### config.mk
export PLATFORM = sky130hd
export DESIGN_NAME = radio_rx_frame_filter_dedup
export DESIGN_NICKNAME = d
export VERILOG_FILES = /design/src/rtl/core/rffd_pkg.sv /design/src/rtl/core/radio_rx_frame_filter_dedup.sv /design/src/rtl/core/rffd_cell.sv /design/src/rtl/core/rffd_cache.sv
export SDC_FILE = /design/constraint.sdc
export NUM_CORES = 1
export LEC_CHECK = 0
export ABC_CLOCK_PERIOD_IN_PS = 9400
export BUFFER_PORTS_ARGS = -buffer_cell sky130_fd_sc_hd__buf_2
export CAP_MARGIN = 20
export CORE_UTILIZATION = 43
export DETAILED_ROUTE_END_ITERATION = 8
export MAX_ROUTING_LAYER = met4
export PLACE_DENSITY = 0.67
export SKIP_LAST_GASP = 1
export SYNTH_ARGS = -nofsm -noshare
export SYNTH_HDL_FRONTEND = slang
export SYNTH_HIERARCHICAL = 1
export SYNTH_SLANG_ARGS = --single-unit
export TNS_END_PERCENT = 5
### constraint.sdc
create_clock -name clk -period 9.4 [get_ports clk]
set_input_delay 2.35 -clock clk [delete_from_list [all_inputs] [get_ports clk]]
set_output_delay 2.35 -clock clk [all_outputs]
set_load 0.03 [all_outputs]
### src/rtl/core/rffd_pkg.sv
package rffd_pkg;

  localparam int CACHE_ENTRIES_DEF = 10;

  localparam int CFG_INDEX_W = 2;
  localparam int CFG_DATA_W  = 16;
  localparam int S_TDATA_W   = 16;
  localparam int M_TDATA_W   = 80;

  typedef enum logic [3:0] {
    PH_LEN,
    PH_FCF0,
    PH_FCF1,
    PH_SEQ,
    PH_DISCARD,
    PH_PAN0,
    PH_PAN1,
    PH_DST0,
    PH_DST1,
    PH_SRC0,
    PH_SRC1,
    PH_PAYLOAD,
    PH_TRAIL0,
    PH_TRAIL1
  } phase_t;

  localparam logic [2:0] ST_DELIVERED = 3'd0;
  localparam logic [2:0] ST_TOO_SHORT = 3'd1;
  localparam logic [2:0] ST_ACK       = 3'd2;
  localparam logic [2:0] ST_SHORT     = 3'd3;
  localparam logic [2:0] ST_TOO_LONG  = 3'd4;
  localparam logic [2:0] ST_NO_BUFFER = 3'd5;
  localparam logic [2:0] ST_DUPLICATE = 3'd6;
  localparam logic [2:0] ST_OVERFLOW  = 3'd7;

  localparam logic CMD_DATA  = 1'b0;
  localparam logic CMD_FLUSH = 1'b1;

  localparam logic KIND_PAYLOAD = 1'b0;
  localparam logic KIND_END     = 1'b1;

  localparam logic [CFG_INDEX_W-1:0] CFG_BCAST_ADDR = 2'd0;
  localparam logic [CFG_INDEX_W-1:0] CFG_MAX_PAY    = 2'd1;
  localparam logic [CFG_INDEX_W-1:0] CFG_DEDUP_EN   = 2'd2;
  localparam logic [CFG_INDEX_W-1:0] CFG_ACK_EN     = 2'd3;

  localparam logic [15:0] BCAST_RESET   = 16'hFFFF;
  localparam logic [6:0]  MAX_PAY_RESET = 7'd116;
  localparam logic [7:0]  ACKED_RESET   = 8'hFF;
  localparam logic [15:0] ACK_FCF       = 16'h0002;

  typedef struct packed {
    logic [15:0] src;
    logic [7:0]  seq;
  } cache_key_t;

  localparam cache_key_t CACHE_EMPTY = '{src: 16'hFFFF, seq: 8'hFF};

  typedef struct packed {
    logic       insert;
    cache_key_t key;
  } cache_req_t;

  // result record, last field in the low bits
  typedef struct packed {
    logic [7:0]  dup_count;
    logic [7:0]  acked_seq;
    logic [6:0]  corr;
    logic        crc_ok;
    logic [7:0]  rssi;
    logic [6:0]  plen;
    logic [7:0]  seq;
    logic [15:0] src;
    logic [2:0]  status;
    logic [7:0]  payload;
  } record_t;

endpackage

### src/rtl/core/radio_rx_frame_filter_dedup.sv
// Channel   Dir  Handshake                       Content
// s_axis    in   s_axis_tvalid / s_axis_tready   FIFO byte or overflow command
// m_axis    out  m_axis_tvalid / m_axis_tready   payload byte or frame-end record
// cfg       in   cfg_valid / cfg_ready           register index and write data
//
// One input byte per cycle unless stalled; a result appears the next cycle.
// The duplicate lookup compares all cache cells in the same cycle as the
// second source byte, so lookup and insert both happen on that byte.
// A single result register sits on the output; s_axis_tready drops only
// while that register holds a record that m_axis does not take.
// Reset (rst, synchronous) clears the parser, loads the register defaults
// and fills every cache cell with the empty pair at once.
module radio_rx_frame_filter_dedup #(
  parameter int CACHE_ENTRIES = rffd_pkg::CACHE_ENTRIES_DEF
) (
  input  logic                                clk,
  input  logic                                rst,
  input  logic                                s_axis_tvalid,
  output logic                                s_axis_tready,
  // [7:0] rx_byte, [8] buffer_ready, [15:9] zero
  input  logic [rffd_pkg::S_TDATA_W-1:0]      s_axis_tdata,
  // [0] command
  input  logic                                s_axis_tuser,
  output logic                                m_axis_tvalid,
  input  logic                                m_axis_tready,
  // [7:0] payload_byte, [10:8] frame_status, [26:11] source_address,
  // [34:27] sequence_number, [41:35] payload_length, [49:42] rssi_value,
  // [50] crc_ok, [57:51] correlation, [65:58] last_acked_sequence,
  // [73:66] duplicate_count, [79:74] zero
  output logic [rffd_pkg::M_TDATA_W-1:0]      m_axis_tdata,
  // [0] record_kind
  output logic                                m_axis_tuser,
  input  logic                                cfg_valid,
  output logic                                cfg_ready,
  input  logic [rffd_pkg::CFG_INDEX_W-1:0]    cfg_index,
  input  logic [rffd_pkg::CFG_DATA_W-1:0]     cfg_data
);
  import rffd_pkg::*;

  // configuration
  logic [15:0] bcast_addr;
  logic [6:0]  max_pay;
  logic        dedup_en;
  logic        ack_en;

  // parser
  phase_t      phase, phase_next;
  logic [6:0]  bytes_left, bytes_left_next;
  logic [6:0]  frame_length, frame_length_next;
  logic [15:0] frame_control, frame_control_next;
  logic [7:0]  frame_sequence, frame_sequence_next;
  logic [15:0] dest_address, dest_address_next;
  logic [15:0] src_address, src_address_next;
  logic [2:0]  pending_status, pending_status_next;
  logic [7:0]  rssi_byte, rssi_byte_next;
  logic [7:0]  acked_seq, acked_seq_next;
  logic [7:0]  dup_counter, dup_counter_next;

  // output register
  logic        out_valid;
  logic        out_kind;
  record_t     out_rec;

  logic        accept;
  logic        cmd;
  logic [7:0]  rx_byte;
  logic        buf_ready;

  logic        emit;
  logic        emit_kind;
  record_t     emit_rec;

  logic [6:0]  rem;
  logic [6:0]  left_dec;
  cache_req_t  cache_req;
  logic        cache_hit;

  assign cmd       = s_axis_tuser;
  assign rx_byte   = s_axis_tdata[7:0];
  assign buf_ready = s_axis_tdata[8];

  assign s_axis_tready = !out_valid || m_axis_tready;
  assign accept        = s_axis_tvalid && s_axis_tready;
  assign cfg_ready     = 1'b1;

  assign rem      = frame_length - 7'd3;
  assign left_dec = (bytes_left != 7'd0) ? bytes_left - 7'd1 : 7'd0;

  assign cache_req.key.src = {src_address[15:8], rx_byte};
  assign cache_req.key.seq = frame_sequence;
  assign cache_req.insert  = accept && (cmd == CMD_DATA) && (phase == PH_SRC1) &&
                             buf_ready && dedup_en && (dest_address != bcast_addr) &&
                             !cache_hit;

  rffd_cache #(
    .ENTRIES (CACHE_ENTRIES)
  ) u_cache (
    .clk (clk),
    .rst (rst),
    .req (cache_req),
    .hit (cache_hit)
  );

  always_comb begin
    phase_next          = phase;
    bytes_left_next     = bytes_left;
    frame_length_next   = frame_length;
    frame_control_next  = frame_control;
    frame_sequence_next = frame_sequence;
    dest_address_next   = dest_address;
    src_address_next    = src_address;
    pending_status_next = pending_status;
    rssi_byte_next      = rssi_byte;
    acked_seq_next      = acked_seq;
    dup_counter_next    = dup_counter;
    emit                = 1'b0;
    emit_kind           = KIND_END;
    emit_rec            = '0;
    emit_rec.acked_seq  = acked_seq;
    emit_rec.dup_count  = dup_counter;

    if (accept) begin
      if (cmd == CMD_FLUSH) begin
        phase_next      = PH_LEN;
        bytes_left_next = 7'd0;
        emit            = 1'b1;
        emit_rec.status = ST_OVERFLOW;
      end else begin
        case (phase)
          PH_FCF0: begin
            frame_control_next = {8'd0, rx_byte};
            phase_next         = PH_FCF1;
          end
          PH_FCF1: begin
            frame_control_next = {rx_byte, frame_control[7:0]};
            phase_next         = PH_SEQ;
          end
          PH_SEQ: begin
            frame_sequence_next = rx_byte;
            bytes_left_next     = rem;
            phase_next          = PH_DISCARD;
            if (rem == 7'd2) begin
              if (frame_control == ACK_FCF && ack_en) begin
                acked_seq_next = rx_byte;
              end
              pending_status_next = ST_ACK;
            end else if (rem < 7'd9) begin
              pending_status_next = ST_SHORT;
            end else if (rem - 7'd9 > max_pay) begin
              pending_status_next = ST_TOO_LONG;
            end else begin
              bytes_left_next = bytes_left;
              phase_next      = PH_PAN0;
            end
          end
          PH_DISCARD: begin
            bytes_left_next = left_dec;
            if (left_dec == 7'd0) begin
              phase_next      = PH_LEN;
              emit            = 1'b1;
              emit_rec.status = pending_status;
              emit_rec.src    = (pending_status >= ST_NO_BUFFER) ? src_address : 16'd0;
              emit_rec.seq    = (pending_status >= ST_ACK) ? frame_sequence : 8'd0;
            end
          end
          PH_PAN0: phase_next = PH_PAN1;
          PH_PAN1: phase_next = PH_DST0;
          PH_DST0: begin
            dest_address_next = {8'd0, rx_byte};
            phase_next        = PH_DST1;
          end
          PH_DST1: begin
            dest_address_next = {rx_byte, dest_address[7:0]};
            phase_next        = PH_SRC0;
          end
          PH_SRC0: begin
            src_address_next = {rx_byte, 8'd0};
            phase_next       = PH_SRC1;
          end
          PH_SRC1: begin
            src_address_next = {src_address[15:8], rx_byte};
            if (!buf_ready) begin
              pending_status_next = ST_NO_BUFFER;
              bytes_left_next     = rem - 7'd6;
              phase_next          = PH_DISCARD;
            end else if (dedup_en && dest_address != bcast_addr && cache_hit) begin
              dup_counter_next    = dup_counter + 8'd1;
              pending_status_next = ST_DUPLICATE;
              bytes_left_next     = rem - 7'd6;
              phase_next          = PH_DISCARD;
            end else begin
              bytes_left_next = rem - 7'd8;
              phase_next      = (rem == 7'd8) ? PH_TRAIL0 : PH_PAYLOAD;
            end
          end
          PH_PAYLOAD: begin
            emit             = 1'b1;
            emit_kind        = KIND_PAYLOAD;
            emit_rec         = '0;
            emit_rec.payload = rx_byte;
            bytes_left_next  = left_dec;
            if (left_dec == 7'd0) begin
              phase_next = PH_TRAIL0;
            end
          end
          PH_TRAIL0: begin
            rssi_byte_next = rx_byte;
            phase_next     = PH_TRAIL1;
          end
          PH_TRAIL1: begin
            phase_next      = PH_LEN;
            emit            = 1'b1;
            emit_rec.status = ST_DELIVERED;
            emit_rec.src    = src_address;
            emit_rec.seq    = frame_sequence;
            emit_rec.plen   = frame_length - 7'd11;
            emit_rec.rssi   = rssi_byte;
            emit_rec.crc_ok = rx_byte[7];
            emit_rec.corr   = rx_byte[6:0];
          end
          default: begin
            // length byte; a length of zero ends the frame right here
            frame_length_next = rx_byte[6:0];
            if (rx_byte[6:0] < 7'd5) begin
              pending_status_next = ST_TOO_SHORT;
              if (rx_byte[6:0] == 7'd0) begin
                bytes_left_next = 7'd0;
                phase_next      = PH_LEN;
                emit            = 1'b1;
                emit_rec.status = ST_TOO_SHORT;
              end else begin
                bytes_left_next = rx_byte[6:0];
                phase_next      = PH_DISCARD;
              end
            end else begin
              phase_next = PH_FCF0;
            end
          end
        endcase
      end
    end
  end

  always_ff @(posedge clk) begin
    if (rst) begin
      phase          <= PH_LEN;
      bytes_left     <= 7'd0;
      frame_length   <= 7'd0;
      frame_control  <= 16'd0;
      frame_sequence <= 8'd0;
      dest_address   <= 16'd0;
      src_address    <= 16'd0;
      pending_status <= ST_DELIVERED;
      rssi_byte      <= 8'd0;
      acked_seq      <= ACKED_RESET;
      dup_counter    <= 8'd0;
    end else begin
      phase          <= phase_next;
      bytes_left     <= bytes_left_next;
      frame_length   <= frame_length_next;
      frame_control  <= frame_control_next;
      frame_sequence <= frame_sequence_next;
      dest_address   <= dest_address_next;
      src_address    <= src_address_next;
      pending_status <= pending_status_next;
      rssi_byte      <= rssi_byte_next;
      acked_seq      <= acked_seq_next;
      dup_counter    <= dup_counter_next;
    end
  end

  always_ff @(posedge clk) begin
    if (rst) begin
      bcast_addr <= BCAST_RESET;
      max_pay    <= MAX_PAY_RESET;
      dedup_en   <= 1'b1;
      ack_en     <= 1'b1;
    end else if (cfg_valid) begin
      case (cfg_index)
        CFG_BCAST_ADDR: bcast_addr <= cfg_data;
        CFG_MAX_PAY:    max_pay    <= cfg_data[6:0];
        CFG_DEDUP_EN:   dedup_en   <= cfg_data[0];
        CFG_ACK_EN:     ack_en     <= cfg_data[0];
        default:        ;
      endcase
    end
  end

  always_ff @(posedge clk) begin
    if (rst) begin
      out_valid <= 1'b0;
    end else if (accept && emit) begin
      out_valid <= 1'b1;
    end else if (m_axis_tready) begin
      out_valid <= 1'b0;
    end
  end

  always_ff @(posedge clk) begin
    if (accept && emit) begin
      out_kind <= emit_kind;
      out_rec  <= emit_rec;
    end
  end

  assign m_axis_tvalid = out_valid;
  assign m_axis_tuser  = out_kind;
  assign m_axis_tdata  = {{(M_TDATA_W - $bits(record_t)){1'b0}}, out_rec};

endmodule

### src/rtl/core/rffd_cell.sv
module rffd_cell (
  input  logic                 clk,
  input  logic                 rst,
  input  logic                 shift,
  input  rffd_pkg::cache_key_t key_in,
  input  rffd_pkg::cache_key_t probe,
  output rffd_pkg::cache_key_t key_out,
  output logic                 match
);
  import rffd_pkg::*;

  cache_key_t entry;

  always_ff @(posedge clk) begin
    if (rst) begin
      entry <= CACHE_EMPTY;
    end else if (shift) begin
      entry <= key_in;
    end
  end

  assign key_out = entry;
  assign match   = (entry == probe);

endmodule

### src/rtl/core/rffd_cache.sv
// Newest pair enters cell 0, every insert moves the row by one cell and the
// oldest pair drops off the end: the same set as a ring with a write pointer.
module rffd_cache #(
  parameter int ENTRIES = rffd_pkg::CACHE_ENTRIES_DEF
) (
  input  logic                 clk,
  input  logic                 rst,
  input  rffd_pkg::cache_req_t req,
  output logic                 hit
);
  import rffd_pkg::*;

  cache_key_t         chain [ENTRIES];
  logic [ENTRIES-1:0] match;

  assign chain[0] = req.key;

  for (genvar i = 0; i < ENTRIES; i++) begin : g_cell
    if (i < ENTRIES - 1) begin : g_mid
      rffd_cell u_cell (
        .clk     (clk),
        .rst     (rst),
        .shift   (req.insert),
        .key_in  (chain[i]),
        .probe   (req.key),
        .key_out (chain[i+1]),
        .match   (match[i])
      );
    end else begin : g_last
      rffd_cell u_cell (
        .clk     (clk),
        .rst     (rst),
        .shift   (req.insert),
        .key_in  (chain[i]),
        .probe   (req.key),
        .key_out (),
        .match   (match[i])
      );
    end
  end

  assign hit = |match;

endmodule
==> reports/results.md, run 1 <==
Outcome
- completed — outcome

CTS
- 0 — hold buffer count at CTS
- 48 — total clock buffers created by CTS
- 0.06 ns — clk slew on worst S/H paths
- 0.59 ns — clock latency on the worst-skew pair
- 0 — Gates resized, CTS repair
- sky130_fd_sc_hd__clkbuf_16 — cell chosen for the clock root
- 3 — buffer levels on the longest clock path
- built — TritonCTS clock tree
- 2 — depth of the CTS H-tree
- 0 — number of buffers added for setup after CTS
- 442 — # clock sinks

Yosys
- 0.0210 mm² — Cell Area, Synth
- 0 — proportion of synthesized flip-flops having asynchronous set or reset
- 83 — number of different library cells in the post-synthesis netlist
- 9.87 µm² — Post-Synthesis Mean Instance Area
- 442 — flops & latches, synth
- sky130_fd_sc_hd__dfxtp_1 — most instantiated flip-flop cell in the synthesis netlist
- 0.457 — part of the Yosys area used for sequential elements
- 0.350 — area share of the leading cell type in the synthesized netlist
- 2,126 — instance count of the mapped netlist
- sky130_fd_sc_hd__dfxtp_1 (35%), sky130_fd_sc_hd__a211o_1 (11%), sky130_fd_sc_hd__edfxtp_1 (11%) — most area-consuming cells after synthesis
- sky130_fd_sc_hd__dfxtp_1 — dominant cell type by area after synthesis
- 6 — Yosys warning total
- 75 — number of flops mapped to enable cells by yosys

Placed design
- 30.6 mm — placed wire-length estimate after detailed placement
- 0.902 — routability-driven placement congestion ratio
- 109 — count of port buffers added during placement
- 2,737 — instance count after placement with tap cells included

Power
- 0.117 mV — maximum ir drop on the vdd rail
- 0.00799 µW — leakage power summed over all cells
- 173 mW/mm² — power density normalized to cell area
- 4070 µW — power after layout

Worst setup path
- sky130_fd_sc_hd__nor4_1 — most used cell, CP
- buf_2 > xor2_1 > nor4_1 > nand4_1 > nor3_2 > nor4_1 > nand3_1 > nor2_4 > buf_12 > nor2b_1 > a211o_1 — cells along the critical path
- 0.81 ns — highest cell delay on the worst timing path
- sky130_fd_sc_hd__nor2_4 — Slowest-stage cell, CP
- 4.96 ns — reg2reg setup slack
- 244 — highest fanout seen on the critical path
- input pin to flop — kind of critical path
- 6.40 ns — CP arrival
- flop — category of the worst setup path capture point
- 10 — length in cells of the worst reg-to-reg path
- input pin — sort of element at the start of the critical path
- 9.86 ns — data required time at the worst endpoint

Final layout
- 2,827 — final non-filler cell total
- 0.110 — share of post-route cells with drive strength above 1
- 12.0% — layout-stage area growth over the synthesis result
- 2,232 — number of nets in the layout
- 0.0107 mm² — footprint of the multi-input gates
- 4,414 — FILL cells
- 0.490 — fin util
- sky130_fd_sc_hd__dfxtp_1 (367), sky130_fd_sc_hd__a211o_1 (265), sky130_fd_sc_hd__nor2b_1 (251), sky130_fd_sc_hd__xor2_1 (185), sky130_fd_sc_hd__nand2_1 (111) — commonest non-fill, non-tap cells in the layout
- sky130_fd_sc_hd__dfxtp_1 — leading cell type in the layout, fill and taps excluded
- 0.00960 mm² — footprint of the flip-flops and latches

Floorplan
- 223 µm — die extent in x
- 223 µm — vertical die dimension
- 0.438 — initial core utilization
- 80 — std cell rows
- 0.0479 mm² — standard cell core area
- 124 — top-level port count
- 0.0497 mm² — area enclosed by the die boundary

STA
- 0 — Hold Fails Final Rpt
- false — setup repair after global routing missed its margin
- 0.0286 ns — clock skew after layout
- 0 ns — accumulated negative setup slack
- 0 — final setup violation count
- 0.277 — worst slew margin relative to its limit
- 0 — fin. max-slew vios
- 0.168 GHz — upper clock frequency limit
- 5.95 ns — clock period minus final worst setup slack
- 0.633 — period utilization
- 1.08 ns — measured slew at the worst slew-check pin
- 0.452 ns — final hold slack

Flow run
- 0 — Max Cap Viol

Detailed routing
- 5.35 — drt via density
- 0 — number of nets with antenna violations after routing
- 5 — First-pass DRT Iterations
- 47.9 mm — sum of routed wire length over all layers
- 15,100 — vias after detailed routing
- 17.0 µm — wire per inst
- 0 — DRC errors left
- 1,154 — iteration-0 DRC count of the detailed router

GRT
- 2 — number of antenna violations at the first check in global routing
- 14,100 — vias in the first global route
- 0.196 — aggregate global-route resource usage
- 245 — maximum number of pins on one net before global-route repair
- 0 — global route overflow
- 76.8 mm — wire length of the first global-routing pass

Min path
- 1 — cell count of the worst hold path
- flop to flop — class of the worst hold path

-- Yosys cell counts, drive strengths merged, types with 24 or more instances --
cell type  instances
a21oi             92
buf               63
nor2              85
edfxtp            75
xnor2             94
and2              53
nand3             66
nor4              49
dfxtp            367
nor3              24
nand4             36
inv               36
nand2            111
clkbuf            71
a211o            265
nor2b            261
and3              32
xor2             187
-- worst max-delay path: cells and delay by family --
| kind | cells | cell delay [ns] |
|---|---|---|
| buffers and inverters | 2 | 1.30 |
| and+or+nand+nor | 7 | 2.09 |
| AOI/OAI and AO/OA | 1 | 0.26 |
| xor gates and xnor gates | 1 | 0.19 |
-- report_power, final --
group | internal [µW] | switching, µW | leakage [µW] | total (µW)
combinational | 62.4 | 149 | 0.00352 | 211
sequential | 1940 | 13.7 | 0.00369 | 1950
clock | 1150 | 761 | 0.000780 | 1910
total | 3150 | 923 | 0.00799 | 4070
-- per-stage QoR --
| step | area, µm² | setup slack, ns |
|---|---|---|
| 2_1_floorplan | 21000 | 2.57 |
| 3_3_place_gp | 21900 | 2.92 |
| 3_5_place_dp | 21900 | 2.89 |
| 4_1_cts | 23500 | 3.47 |
| 5_1_grt | 23500 | 3.10 |
| 6_report | 23500 | 3.45 |
-- state kept, by name (all words and copies together) (netlist names) --
signal,flops
frame_length,7
frame_control,16
src_address,16
m_axis_tdata,74
u_cache/g_cell.g_last.u_cell/key_out,24
bcast_addr,16
acked_seq,8
max_pay,7
frame_sequence,8
dest_address,16
dup_counter,8
pending_status,3
ack_en,1
bytes_left,7
rssi_byte,8
m_axis_tuser,1
dedup_en,1
phase,4
m_axis_tvalid,1
u_cache/g_cell.g_mid.u_cell/key_out,216
-- layout make-up --
| class | count | share of cell area |
|---|---|---|
| multi-input combinational | 1519 | 0.454 |
| sequential | 442 | 0.409 |
| clock buffer | 73 | 0.0603 |
| tap | 615 | 0.0328 |
| timing repair buffer | 126 | 0.0303 |
| clock inverter | 15 | 0.00794 |
| inverter | 36 | 0.00575 |
| antenna | 1 | 0.000107 |
-- path summary, 6_finish.rpt --
path                                                             endpoint                           start
setup / recovery  u_cache/g_cell[7].g_mid.u_cell/key_out[18]$_SDFFE_PP1P_                 s_axis_tdata[7]
hold / removal                                  acked_seq[7]$_SDFFE_PP1P_       acked_seq[7]$_SDFFE_PP1P_
setup reg to reg  u_cache/g_cell[7].g_mid.u_cell/key_out[18]$_SDFFE_PP1P_  frame_sequence[5]$_SDFFE_PP0P_
hold reg to reg                                 acked_seq[7]$_SDFFE_PP1P_       acked_seq[7]$_SDFFE_PP1P_
-- kinds of logic after synthesis --
group / synth area share
AND/OR/NAND/NOR: 0.206
flip-flops: 0.457
AO/OA/AOI/OAI: 0.164
XOR/XNOR: 0.118
buffers and inverters: 0.0358
adder cells (fa/ha/maj): 0.0113
multiplexers: 0.00674
other: 0.000358
-- routing by layer --
layer  up-vias  track usage  routed length, µm
met5         -            -                  0
met4         0       0.0563                903
li1       7596            -                  -
met1      7132        0.271              23200
met2       329        0.299              21600
met3        60       0.0261               2170
(Power assumes the default switching activity.)
==> run 2: changes to the inputs <==
--- a/config.mk
+++ b/config.mk
@@ -5,13 +5,13 @@
 export SDC_FILE = /design/constraint.sdc
 export NUM_CORES = 1
 export LEC_CHECK = 0
-export ABC_CLOCK_PERIOD_IN_PS = 9400
+export ABC_CLOCK_PERIOD_IN_PS = 5100
 export BUFFER_PORTS_ARGS = -buffer_cell sky130_fd_sc_hd__buf_2
 export CAP_MARGIN = 20
 export CORE_UTILIZATION = 43
 export DETAILED_ROUTE_END_ITERATION = 8
 export MAX_ROUTING_LAYER = met4
-export PLACE_DENSITY = 0.67
+export PLACE_DENSITY = 0.69
 export SKIP_LAST_GASP = 1
 export SYNTH_ARGS = -nofsm -noshare
 export SYNTH_HDL_FRONTEND = slang
==> constraint.sdc (replaced) <==
create_clock -name clk -period 5.1 [get_ports clk]
set_input_delay 1.275 -clock clk [delete_from_list [all_inputs] [get_ports clk]]
set_output_delay 1.275 -clock clk [all_outputs]
set_load 0.03 [all_outputs]
==> reports/results.md, run 2 (synthesis results as in run 1) <==
Worst setup path
- s_axis_tdata[2] — first element of the critical path
- flop — category of the worst setup path capture point
- pending_status[2]$_SDFFE_PP0P_ — destination of the worst register-to-register timing path
- 5.57 ns — data required time at the worst endpoint
- input pin — sort of element at the start of the critical path
- 37 — highest fanout seen on the critical path
- buf_2 > xor2_1 > nor4_1 > buf_4 > nand4_1 > nor3_2 > nor4_1 > nand3_1 > nor2_4 > buf_12 > buf_4 > nor2b_1 > a211o_1 — cells along the critical path
- 4 — buffers plus inverters on the worst setup path
- u_cache/g_cell[5].g_mid.u_cell/key_out[2]$_SDFFE_PP1P_ — end of the critical path
- 13 — WP depth
- 0.51 ns — highest cell delay on the worst timing path
- simple AND/OR/NAND/NOR gates — Top delay family on crit path
- frame_length[0]$_SDFFE_PP0P_ — R2R Path Start
- 1.12 ns — reg2reg setup slack
- 17 — length in cells of the worst reg-to-reg path
- sky130_fd_sc_hd__nand3_1 — Slowest-stage cell, CP
- input pin to flop — kind of critical path
- 4.53 ns — CP arrival

STA
- 0 — fin. max-slew vios
- 0 — Hold Fails Final Rpt
- 4.06 ns — clock period minus final worst setup slack
- 0 — final setup violation count
- 0.988 ns — measured slew at the worst slew-check pin
- 0.0313 ns — clock skew after layout
- 0 ns — accumulated negative setup slack
- 0.341 — worst slew margin relative to its limit
- false — setup repair after global routing missed its margin
- 0.246 GHz — upper clock frequency limit
- 0.796 — period utilization

CTS
- 3 — buffer levels on the longest clock path
- 0.60 ns — clock latency on the worst-skew pair
- 2 — depth of the CTS H-tree
- 0 — hold buffer count at CTS
- sky130_fd_sc_hd__clkbuf_16 — cell chosen for the clock root
- 0 — number of buffers added for setup after CTS
- built — TritonCTS clock tree
- 0.06 ns — clk slew on worst S/H paths
- 442 — # clock sinks
- 48 — total clock buffers created by CTS
- 0 — Gates resized, CTS repair

Floorplan
- 0.438 — initial core utilization
- 80 — std cell rows
- 0.0497 mm² — area enclosed by the die boundary
- 223 µm — die extent in x
- 0.0479 mm² — standard cell core area
- 124 — top-level port count
- 223 µm — vertical die dimension

Min path
- flop to flop — class of the worst hold path

GRT
- 14,400 — vias in the first global route
- 0 — global route overflow
- 78.0 mm — wire length of the first global-routing pass
- 0.199 — aggregate global-route resource usage
- 163 — maximum number of pins on one net before global-route repair
- 2 — number of antenna violations at the first check in global routing

Outcome
- completed — outcome

Detailed routing
- 0 — DRC errors left
- 17.2 µm — wire per inst
- 0 — number of nets with antenna violations after routing
- 5 — First-pass DRT Iterations
- 15,500 — vias after detailed routing
- 1,071 — iteration-0 DRC count of the detailed router
- 48.9 mm — sum of routed wire length over all layers
- 5.45 — drt via density

Final layout
- 4,325 — FILL cells
- sky130_fd_sc_hd__dfxtp_1 (367), sky130_fd_sc_hd__a211o_1 (265), sky130_fd_sc_hd__nor2b_1 (251), sky130_fd_sc_hd__xor2_1 (185), sky130_fd_sc_hd__nand2_1 (111) — commonest non-fill, non-tap cells in the layout
- 2,846 — final non-filler cell total
- sky130_fd_sc_hd__dfxtp_1 — leading cell type in the layout, fill and taps excluded
- 2,249 — number of nets in the layout
- 0.495 — fin util
- 0.0237 mm² — summed area of non-filler cells in the final layout
- 216 — max reg flops
- 13.1% — layout-stage area growth over the synthesis result
- 0.121 — share of post-route cells with drive strength above 1

Power
- 317 mW/mm² — power density normalized to cell area
- 0.221 mV — maximum ir drop on the vdd rail
- 0.00812 µW — leakage power summed over all cells

Placed design
- 109 — count of port buffers added during placement
- 0.0221 mm² — dpl cell area
- 32.3 mm — placed wire-length estimate after detailed placement
- 2,754 — instance count after placement with tap cells included
- 0.910 — routability-driven placement congestion ratio

Flow run
- 0 — Max Cap Viol

==> run 2: worst min path at each step <==
stage                                          endpoint                     startpoint  cells after the start  slack [ns]
after floorplan               acked_seq[6]$_SDFFE_PP1P_      acked_seq[6]$_SDFFE_PP1P_                      1        0.43
after detailed placement      acked_seq[7]$_SDFFE_PP1P_      acked_seq[7]$_SDFFE_PP1P_                      1        0.44
after global routing          acked_seq[7]$_SDFFE_PP1P_      acked_seq[7]$_SDFFE_PP1P_                      1        0.47
final                     frame_control[1]$_SDFFE_PP0P_  frame_control[1]$_SDFFE_PP0P_                      2        0.45
after CTS                 frame_control[1]$_SDFFE_PP0P_  frame_control[1]$_SDFFE_PP0P_                      2        0.45
after global placement    frame_control[1]$_SDFFE_PP0P_  frame_control[1]$_SDFFE_PP0P_                      2        0.44
==> run 2: per-stage QoR <==
stage                     setup slack (ns)  hold WS (ns)  total power [µW]
final                                 1.04         0.448              7510
after global placement               0.547         0.435              4060
after floorplan                      0.601         0.427              3930
after global routing                 0.784         0.472              7780
after CTS                             1.05         0.449              7600
after detailed placement             0.455         0.442              4070
==> run 2: final cells by class <==
| class | count | area, µm² | area share |
|---|---|---|---|
| multi-input combinational | 1519 | 10700 | 0.450 |
| sequential | 442 | 9600 | 0.405 |
| clock buffer | 71 | 1410 | 0.0593 |
| timing repair buffer | 143 | 936 | 0.0394 |
| tap | 615 | 769 | 0.0324 |
| clock inverter | 18 | 208 | 0.00875 |
| inverter | 36 | 135 | 0.00569 |
| antenna | 2 | 5.00 | 0.000211 |
==> run 2: per-layer routing <==
| layer | vias to the layer above | part of all wire | global-route usage |
|---|---|---|---|
| met5 | - | 0 | - |
| met4 | 0 | 0.022 | 0.0556 |
| li1 | 7652 | - | - |
| met1 | 7460 | 0.47 | 0.269 |
| met3 | 72 | 0.048 | 0.0307 |
| met2 | 330 | 0.46 | 0.310 |
==> run 2: power breakdown <==
group	switching, µW	total [µW]	leakage, µW	internal, µW
registers	23.8	3600	0.00369	3580
logic	279	399	0.00364	120
clock network	1440	3520	0.000792	2070
total	1740	7510	0.00812	5770
==> run 2: worst reg2reg max path: cells and delay by family (launching register included) <==
family	cells	cell delay, ns
AOI/OAI and AO/OA	6	1.12
adders and majority gates	3	0.89
buffers and inverters	1	0.23
xor gates and xnor gates	2	0.55
DFF	1	0.42
and+or+nand+nor	5	0.67
